**src/hdl/spq_pkg.sv**
```systemverilog
// ----------------------------------------------------------------------------
// spq_pkg
// Shared types and constants for the sorted-insert priority queue core.
// ----------------------------------------------------------------------------
package spq_pkg;

	localparam int DEPTH_DEF    = 8;
	localparam int KEY_BITS_DEF = 40;
	localparam int PAYLOAD_BITS = 16;
	localparam int LIMIT_BITS   = 4;

	localparam logic [LIMIT_BITS-1:0] LIMIT_RESET = 4'd5;

	typedef enum logic [1:0] {
		OP_INSERT = 2'd0,
		OP_REMOVE = 2'd1,
		OP_CLEAR  = 2'd2
	} op_t;

	typedef enum logic [1:0] {
		STATUS_OK    = 2'd0,
		STATUS_FULL  = 2'd1,
		STATUS_EMPTY = 2'd2
	} status_t;

	typedef enum logic [2:0] {
		ST_IDLE,
		ST_INS_RD,
		ST_INS_CMP,
		ST_INS_WR,
		ST_REM_RD,
		ST_REM_MOVE
	} state_t;

endpackage

```
**src/hdl/sorted_insert_priority_queue_core.sv**
```systemverilog
// ----------------------------------------------------------------------------
// sorted_insert_priority_queue_core
// Bounded priority queue kept in ascending key order in a small RAM.
// ----------------------------------------------------------------------------
// Usage:
//   Commands (op, key, payload) transfer on a clock edge with start high and
//   busy low. Every command gives exactly one result, shown for one cycle
//   with done high on status, out_key, out_payload and entry_count. The
//   receiver cannot hold results off.
//   Clear, unused op codes, a full insert and a remove on empty finish at
//   once: done rises the cycle after the transfer and busy stays low.
//   Insert walks from the tail toward the front through one key comparator,
//   moving each later-sorting entry up one place, then writes the new entry.
//   Remove reads the front and then moves each following entry down.
//   The single RAM port pair (one read, one write per cycle, read data
//   registered) sets this pace of work. done follows the last busy cycle.
//   The next command may transfer in the cycle done is high.
//   Reset clears the entry count and loads capacity_limit with 5; the RAM
//   is not cleared. cfg_wr_en writes capacity_limit; the user must do so
//   only while the core is idle, as the core itself does not enforce it.
// ----------------------------------------------------------------------------
module sorted_insert_priority_queue_core #(
	parameter int DEPTH    = spq_pkg::DEPTH_DEF,
	parameter int KEY_BITS = spq_pkg::KEY_BITS_DEF
) (
	input  logic                                  clk,
	input  logic                                  arst_n,
	input  logic                                  start,
	output logic                                  busy,
	input  logic [1:0]                            op,
	input  logic [KEY_BITS-1:0]                   key,
	input  logic [spq_pkg::PAYLOAD_BITS-1:0]      payload,
	input  logic                                  cfg_wr_en,
	input  logic [spq_pkg::LIMIT_BITS-1:0]        cfg_wr_data,
	output logic                                  done,
	output logic [1:0]                            status,
	output logic [KEY_BITS-1:0]                   out_key,
	output logic [spq_pkg::PAYLOAD_BITS-1:0]      out_payload,
	output logic [$clog2(DEPTH+1)-1:0]            entry_count
);

	localparam int PW    = spq_pkg::PAYLOAD_BITS;
	localparam int LB    = spq_pkg::LIMIT_BITS;
	localparam int IW    = $clog2(DEPTH);
	localparam int CW    = $clog2(DEPTH + 1);
	localparam int EW    = KEY_BITS + PW;
	localparam int CMPW  = (CW > LB) ? CW : LB;

	spq_pkg::state_t  state_q, state_d;
	spq_pkg::status_t status_q;

	logic [IW-1:0]       idx_q;
	logic [KEY_BITS-1:0] key_q;
	logic [PW-1:0]       pay_q;
	logic [CW-1:0]       count_q;
	logic [LB-1:0]       limit_q;
	logic                done_q;
	logic [KEY_BITS-1:0] out_key_q;
	logic [PW-1:0]       out_pay_q;

	logic                accept;
	logic                full;
	logic [CMPW-1:0]     lim_ext, dep_ext, eff_limit;
	logic [EW-1:0]       rdata;
	logic [KEY_BITS-1:0] rd_key;
	logic [PW-1:0]       rd_pay;
	logic                key_lt, key_eq, at_front, shift_up, last_rem;
	logic                fin_ins, fin_rem;
	logic                ram_we;
	logic [IW-1:0]       ram_waddr, ram_raddr;
	logic [EW-1:0]       ram_wdata;

	assign busy   = (state_q != spq_pkg::ST_IDLE);
	assign accept = start && !busy;

	// effective limit is min(capacity_limit, DEPTH)
	assign lim_ext   = CMPW'(limit_q);
	assign dep_ext   = CMPW'(DEPTH);
	assign eff_limit = (lim_ext > dep_ext) ? dep_ext : lim_ext;
	assign full      = (CMPW'(count_q) >= eff_limit);

	assign rd_key = rdata[EW-1 -: KEY_BITS];
	assign rd_pay = rdata[PW-1:0];

	// shared comparator: move stored entry up unless it sorts before the new key;
	// an equal key at the front stays in front
	assign key_lt   = (rd_key < key_q);
	assign key_eq   = (rd_key == key_q);
	assign at_front = (idx_q == IW'(1));
	assign shift_up = !key_lt && !(key_eq && at_front);
	assign last_rem = (CW'(idx_q) == (count_q - CW'(1)));

	assign fin_ins = ((state_q == spq_pkg::ST_INS_CMP) && !shift_up) ||
	                 (state_q == spq_pkg::ST_INS_WR);
	assign fin_rem = (state_q == spq_pkg::ST_REM_MOVE) && last_rem;

	spq_ram #(
		.WIDTH (EW),
		.DEPTH (DEPTH)
	) u_store (
		.clk   (clk),
		.we    (ram_we),
		.waddr (ram_waddr),
		.wdata (ram_wdata),
		.raddr (ram_raddr),
		.rdata (rdata)
	);

	// next state
	always_comb begin
		state_d = state_q;
		unique case (state_q)
			spq_pkg::ST_IDLE: begin
				if (accept) begin
					case (op)
						spq_pkg::OP_INSERT: begin
							if (!full) begin
								state_d = (count_q == '0) ? spq_pkg::ST_INS_WR
								                          : spq_pkg::ST_INS_RD;
							end
						end
						spq_pkg::OP_REMOVE: begin
							if (count_q != '0) begin
								state_d = spq_pkg::ST_REM_RD;
							end
						end
						default: state_d = spq_pkg::ST_IDLE;
					endcase
				end
			end
			spq_pkg::ST_INS_RD:  state_d = spq_pkg::ST_INS_CMP;
			spq_pkg::ST_INS_CMP: begin
				if (shift_up) begin
					state_d = at_front ? spq_pkg::ST_INS_WR : spq_pkg::ST_INS_RD;
				end else begin
					state_d = spq_pkg::ST_IDLE;
				end
			end
			spq_pkg::ST_INS_WR:  state_d = spq_pkg::ST_IDLE;
			spq_pkg::ST_REM_RD:  state_d = spq_pkg::ST_REM_MOVE;
			spq_pkg::ST_REM_MOVE: begin
				state_d = last_rem ? spq_pkg::ST_IDLE : spq_pkg::ST_REM_RD;
			end
			default: state_d = spq_pkg::ST_IDLE;
		endcase
	end

	// RAM controls
	always_comb begin
		ram_we    = 1'b0;
		ram_waddr = idx_q;
		ram_wdata = {key_q, pay_q};
		ram_raddr = idx_q;
		unique case (state_q)
			spq_pkg::ST_IDLE: begin
				ram_we = 1'b0;
			end
			spq_pkg::ST_INS_RD: begin
				ram_raddr = idx_q - IW'(1);
			end
			spq_pkg::ST_INS_CMP: begin
				ram_we = 1'b1;
				if (shift_up) begin
					ram_wdata = rdata;
				end
			end
			spq_pkg::ST_INS_WR: begin
				ram_we = 1'b1;
			end
			spq_pkg::ST_REM_RD: begin
				ram_raddr = idx_q;
			end
			spq_pkg::ST_REM_MOVE: begin
				ram_we    = (idx_q != '0);
				ram_waddr = idx_q - IW'(1);
				ram_wdata = rdata;
			end
			default: ram_we = 1'b0;
		endcase
	end

	// control state
	always_ff @(posedge clk or negedge arst_n) begin
		if (!arst_n) begin
			state_q  <= spq_pkg::ST_IDLE;
			count_q  <= '0;
			limit_q  <= spq_pkg::LIMIT_RESET;
			done_q   <= 1'b0;
			status_q <= spq_pkg::STATUS_OK;
		end else begin
			state_q <= state_d;
			done_q  <= 1'b0;
			if (cfg_wr_en) begin
				limit_q <= cfg_wr_data;
			end
			if (accept) begin
				case (op)
					spq_pkg::OP_INSERT: begin
						if (full) begin
							status_q <= spq_pkg::STATUS_FULL;
							done_q   <= 1'b1;
						end
					end
					spq_pkg::OP_REMOVE: begin
						if (count_q == '0) begin
							status_q <= spq_pkg::STATUS_EMPTY;
							done_q   <= 1'b1;
						end
					end
					spq_pkg::OP_CLEAR: begin
						count_q  <= '0;
						status_q <= spq_pkg::STATUS_OK;
						done_q   <= 1'b1;
					end
					default: begin
						status_q <= spq_pkg::STATUS_OK;
						done_q   <= 1'b1;
					end
				endcase
			end
			if (fin_ins) begin
				count_q  <= count_q + CW'(1);
				status_q <= spq_pkg::STATUS_OK;
				done_q   <= 1'b1;
			end
			if (fin_rem) begin
				count_q  <= count_q - CW'(1);
				status_q <= spq_pkg::STATUS_OK;
				done_q   <= 1'b1;
			end
		end
	end

	// datapath
	always_ff @(posedge clk) begin
		if (accept) begin
			key_q     <= key;
			pay_q     <= payload;
			out_key_q <= '0;
			out_pay_q <= '0;
			if (op == spq_pkg::OP_INSERT) begin
				idx_q <= count_q[IW-1:0];
			end else begin
				idx_q <= '0;
			end
		end
		if ((state_q == spq_pkg::ST_INS_CMP) && shift_up) begin
			idx_q <= idx_q - IW'(1);
		end
		if (state_q == spq_pkg::ST_REM_MOVE) begin
			if (idx_q == '0) begin
				out_key_q <= rd_key;
				out_pay_q <= rd_pay;
			end
			idx_q <= idx_q + IW'(1);
		end
	end

	assign done        = done_q;
	assign status      = status_q;
	assign out_key     = out_key_q;
	assign out_payload = out_pay_q;
	assign entry_count = count_q;

endmodule

```
**src/hdl/spq_ram.sv**
```systemverilog
// ----------------------------------------------------------------------------
// spq_ram
// Generic single-write, single-read RAM with registered read data.
// ----------------------------------------------------------------------------
module spq_ram #(
	parameter int WIDTH = 56,
	parameter int DEPTH = 8
) (
	input  logic                     clk,
	input  logic                     we,
	input  logic [$clog2(DEPTH)-1:0] waddr,
	input  logic [WIDTH-1:0]         wdata,
	input  logic [$clog2(DEPTH)-1:0] raddr,
	output logic [WIDTH-1:0]         rdata
);

	logic [WIDTH-1:0] mem_q [DEPTH];

	always_ff @(posedge clk) begin
		if (we) begin
			mem_q[waddr] <= wdata;
		end
		rdata <= mem_q[raddr];
	end

endmodule
```
**config.mk**
```make
export PLATFORM = sky130hd
export DESIGN_NAME = sorted_insert_priority_queue_core
export DESIGN_NICKNAME = d
export VERILOG_FILES = /design/src/hdl/spq_pkg.sv /design/src/hdl/sorted_insert_priority_queue_core.sv /design/src/hdl/spq_ram.sv
export SDC_FILE = /design/constraint.sdc
export NUM_CORES = 1
export LEC_CHECK = 0
export BUFFER_PORTS_ARGS = -buffer_cell sky130_fd_sc_hd__buf_2
export CAP_MARGIN = 20
export CORE_ASPECT_RATIO = 0.75
export CORE_MARGIN = 2
export CORE_UTILIZATION = 57
export CTS_BUF_LIST = sky130_fd_sc_hd__clkbuf_4 sky130_fd_sc_hd__clkbuf_8
export CTS_CLUSTER_DIAMETER = 120
export DETAILED_ROUTE_END_ITERATION = 10
export PLACE_DENSITY = 0.8
export SLEW_MARGIN = 10
export SYNTH_ARGS = -nofsm -noshare
export SYNTH_HDL_FRONTEND = slang
export SYNTH_HIERARCHICAL = 1
export SYNTH_SLANG_ARGS = --single-unit
```
**constraint.sdc**
```tcl
create_clock -name clk -period 5.25 [get_ports clk]
set_input_delay 1.575 -clock clk [delete_from_list [all_inputs] [get_ports clk]]
set_output_delay 1.575 -clock clk [all_outputs]
set_load 0.01 [all_outputs]
```
[Word-level counts from Yosys, hierarchy flattened]
Memories as Yosys holds them, arrays and structs flattened. A register that Yosys moved wholly into a read port is not among the register bits.
Index checks and enable logic that the tools add are counted.
Storage, ports and cells
  word-level logic and storage cells: 101
  register bits after elaboration: 129
  memories: 1
  output and inout bits: 64
  input bits: 66
  bits in writable memories: 448
Memories
  u_store.mem_q: words 8, bits a word 56, read ports 1, clocked after Yosys merged registers in 1, write ports 1, RTL line spq_ram.sv:17  | logic [WIDTH-1:0] mem_q [DEPTH];
Cells by class
  mux-type cells: 43
  reduce and logical (&&, ||, !) cells: 25
  equality and inequality tests: 15
  magnitude comparators: 3
  $add $sub $neg: 4
Operators by type and width (count)
  40-bit 2-to-1 mux: 3
  56-bit one-hot mux with 2 select lines: 1
  56-bit 2-to-1 mux: 1
  16-bit 2-to-1 mux: 3
  40-bit equality test: 1
  40-bit less-than comparator: 1
  3-bit 2-to-1 mux: 10
  4-bit 2-to-1 mux: 5
  2-bit 2-to-1 mux: 8
  3-bit one-hot mux with 5 select lines: 1
  3-bit nonzero test: 5
  4-bit inequality test (second input constant): 2
  1-bit 2-to-1 mux: 7
  3-bit by 1-bit equality test with 1-bit output (second input constant): 2
  3-bit by 2-bit equality test with 1-bit output (second input constant): 2
  3-bit equality test (second input constant): 2
  1-bit logical AND: 6
  3-bit logical NOT: 2
  3-bit inequality test (second input constant): 2
  3-bit one-hot mux with 2 select lines: 1
  3-bit AND reduction: 2
  4-bit by 1-bit adder with 4-bit output (second input constant): 1
  3-bit by 4-bit equality test with 1-bit output: 1
  4-bit greater-or-equal comparator: 1
  16 further kinds: 20

[Depth between registers and ports, before layout]
  depth after elaboration: 9
  depth in mapped cells: 11
  mapped depth without buffers: 9

[Modules after synthesis]
Netlist, hierarchy kept.
By module, submodules not included
  spq_ram: area each 17974.7 um^2, times used 1, cells an instance 716
  sorted_insert_priority_queue_core: area each 6442.4 um^2, times used 1, cells an instance 526

[Least setup slack after synthesis]
Ideal clock, no wire load.
  kind: flip-flop to flip-flop
  start: register state_q[0]
  end: memory u_store.mem_q[0][0], enable pin
  path slack: -0.466 ns
  setup time: 0.539 ns
  data arrival time: 5.177 ns
  required time: 4.711 ns
  path buffers: 2
  cell stages (with the launch flop): 8
  path through: dfrtp_1 > clkbuf_1 > and3b_1 > clkbuf_1 > nand2_1 > xnor2_1 > nand2b_1 > nor3_1
On the way
  elaborated cells on any way between the ends: 8
RTL lines
  start, declared: RTL line sorted_insert_priority_queue_core.sv:49  | spq_pkg::state_t state_q, state_d;
  start signal, assigned: RTL line sorted_insert_priority_queue_core.sv:185  | state_q <= spq_pkg::ST_IDLE;
  start signal, assigned: RTL line sorted_insert_priority_queue_core.sv:191  | state_q <= state_d;
  3-bit equality test: RTL line sorted_insert_priority_queue_core.sv:154  | unique case (state_q)
  3-bit 2-to-1 mux: RTL line sorted_insert_priority_queue_core.sv:154
  named net ram_waddr[2]: RTL line sorted_insert_priority_queue_core.sv:70  | logic [IW-1:0] ram_waddr, ram_raddr;
  end, declared: RTL line spq_ram.sv:17
The timed path passes the listed nets, and every way through them passes these cells.

[Worst setup path in the final report]
  start: register key_q[31]
  end: memory u_store.mem_q[2][37] (data pin)
On the way
  cells in the longest elaborated chain, start to end: 6
  elaborated cells on any way between the ends: 8
RTL lines
  start, declared: RTL line sorted_insert_priority_queue_core.sv:53  | logic [KEY_BITS-1:0] key_q;
  start signal, assigned: RTL line sorted_insert_priority_queue_core.sv:237  | key_q <= key;
  parallel branches: the longest is 3 deep, another holds 40-bit less-than comparator
  1-bit logical AND *: RTL line sorted_insert_priority_queue_core.sv:90  | assign shift_up = !key_lt && !(key_eq && at_front);
  56-bit 2-to-1 mux *: RTL line sorted_insert_priority_queue_core.sv:163  | if (shift_up) begin
  56-bit one-hot mux with 2 select lines *: RTL line sorted_insert_priority_queue_core.sv:154
  named net ram_wdata[37]: RTL line sorted_insert_priority_queue_core.sv:71  | logic [EW-1:0] ram_wdata;
Mark *: on every way through the listed nets, which the timed path passes.

==> results.toml <==
[yosys]
ys_seq_area_share_pct = 72.98
netlist_area_um2 = 24420
synth_edf_count = 507
ys_types = 60
syn_nets = 1358
synthCells = 1242
synthFlopType = "edfxtp_1"
ys.warnings.count = 6
async_reset_ff_share_pct = 2.212
ys_ff_latch = 633
avgSynthCellArea_um2 = 19.66

[cells_and_area]
final_common_cell = "edfxtp_1"
antenna_cells = 0
finalNetCount = 1545
drive_gt1_share_pct = 37.29
final_cell_area_um2 = 27910
mostFrequentLayoutCells = "edfxtp_1 (507), buf_2 (129), clkbuf_8 (120)"
areaGrowthSynthToFinish_pct = 14.30

[drt]
ant_nets = 0
vias = 12170
drtIter0Drc = 977
dr.pass1.iters = 5
vias_per_cell = 5.864
drt_wl_total_um = 49270
drcViolationCount = 0
routedWlPerCell_um = 23.73

[pwr]
vdd_drop_max_uv = 834.1
p_leak_uw = 0.009936
powerDensity_nw_per_um2 = 619.3

[placed_design]
gp_congestion = 0.7930
place_hpwl_um = 28010
placed_area_um2 = 25850
portBuffers = 129
dp_slack_ns = 1.282

[timing]
drv_slew = 0
finalHoldViolCount = 0
rsz0062_at_grt = "no"
setup_violations = 0
tightestPinTransition_ns = 1.039
fin_ws_ns = 1.219
min_period_ns = 4.031
slew_headroom_pct = 30.75
setup-tns-final_ns = 0
skew_ns = 0.04311
fmax_ghz = 0.2481
finalCritPeriodShare_pct = 76.78

[worst_hold_path]
worstHoldStart = "out_key[21]"
hp-class = "flop to flop"
holdPathEnd = "out_key[21]"
worstHoldPathCells = 1

[worst_setup_path]
slowest_stage = "o21ai_4"
rrSetupSlack_ns = 1.22
cpLargestDelayFamily = "simple AND/OR/NAND/NOR gates"
required_ns = 5.60
cp-start-kind = "flop"
path_buf_inv = 2
rr_startpoint = "key_q[31]"
crit_fanout = 22
critical_path.max_stage_delay_ns = 0.71
worst_ep_arrival_time_ns = 4.38
end_kind = "flop"
crit_chain = "inv_1 -> ha_1 -> nand4_1 -> nor4_1 -> and4b_1 -> o31a_1 -> o31ai_4 -> o21ai_4 -> buf_12 -> mux2_2"
ff2ff_path_depth = 10
timing.rr.end = "u_store/mem_q[2][37]"
critPathKind = "flop to flop"

[floorplanning]
rows = 65
dieArea_um2 = 44530
die_h_um = 183.2
die_w_um = 243.0
io_pins = 130
core_um2 = 42130
start_util_pct = 57.96

[clock_network]
post-cts-setup-buffers = 0
clock_path_buffers = 3
cts_root_buffer = "clkbuf_8"
hold_buffers = 0
clock_latency_ns = 0.66
clkTransAtPathRegs_ns = 0.06
clock_sinks = 633
ctsResizeCount = 0
cts_tree = "built"
numCtsBuffers = 91
htree_num_levels = 3

[global_route]
antenna_found_initial = 0
grt_overflow = 0
grt_pass1_wl_um = 75240
grt_max_degree = 113
grt_usage_pct = 22.56
grt_pass1_vias = 12540

[run]
maxCapViolCount = 0

[outcome]
outcome = "finished, final reports clean"
## sequential cells by signal, indices dropped and copies added (netlist names)
name	count
out_key	40
pay_q	16
u_store/rdata	56
entry_count	4
idx_q	3
out_payload	16
lim_ext	4
status	2
state_q	3
key_q	40
done	1
u_store/mem_q	448
## report_power, final
group	switching (uW)	internal (uW)	leakage (uW)	total (uW)
logic	2970	2760	0.00315	5730
clock network	1800	2410	0.00110	4210
registers	523	6830	0.00569	7350
total	5290	12000	0.00994	17300
## worst max path at each step
stage                     from                   end  slack, ns  cells after the start
floorplan           state_q[2]   u_store/mem_q[3][0]       0.88                      7
global placement     key_q[31]   u_store/mem_q[4][3]       1.43                     10
detailed placement   key_q[31]  u_store/mem_q[0][13]       1.28                     10
CTS                  key_q[31]  u_store/mem_q[7][13]       1.21                     10
global route         key_q[31]   u_store/mem_q[6][6]       1.10                     10
finish               key_q[31]  u_store/mem_q[2][37]       1.22                     10
## cells by family after synthesis
group,share of synthesized area (%)
XOR/XNOR,0.3228
AND/OR/NAND/NOR,2.142
flip-flops,72.98
AO/OA/AOI/OAI,3.802
buffers and inverters,2.029
multiplexers,16.16
adder cells (fa/ha/maj),2.562
## layer usage
layer / vias to the layer above / part of all wire, % / track usage [%]
met5: - / 0 / 0
li1: 5397 / - / -
met3: 75 / 6.1 / 3.790
met1: 6255 / 42 / 31.64
met4: 0 / 1.9 / 6.552
met2: 446 / 50 / 37.04
## area by class of cell
type	count	area, um^2
multi-input cells	508	6212
well taps	569	711.9
clock inverters	22	192.7
repair buffers	148	925.9
clock buffers	149	1869
flip-flops and latches	633	17820
fillers	2667	14220
inverters	47	177.7
## metrics by stage
| step | util [%] | cells | hold slack [ns] | power, uW |
|---|---|---|---|---|
| after floorplan | - | 1242 | 0.4436 | 11160 |
| after global placement | 61.35 | 1905 | 0.4501 | 12970 |
| after detailed placement | 61.35 | 1905 | 0.4490 | 13180 |
| after CTS | 66.25 | 2076 | 0.4716 | 17420 |
| after global routing | 66.25 | 2076 | 0.4872 | 18130 |
| final | 66.25 | 2076 | 0.4691 | 17290 |
## synth_stat cells (13+ instances only)
| cell type | instances | area (um^2) |
|---|---|---|
| mux4_2 | 112 | 2522 |
| inv_1 | 47 | 176.4 |
| clkbuf_1 | 25 | 93.84 |
| dfxtp_1 | 112 | 2242 |
| nand3_1 | 13 | 65.06 |
| a21oi_1 | 22 | 110.1 |
| nand2_1 | 27 | 101.4 |
| mux2_4 | 29 | 435.4 |
| o21ai_0 | 13 | 65.06 |
| edfxtp_1 | 507 | 15220 |
| ha_1 | 50 | 625.6 |
| mux2_2 | 86 | 968.4 |
| a22o_1 | 57 | 499.2 |
No activity file was read; power rests on OpenSTA's default activity.
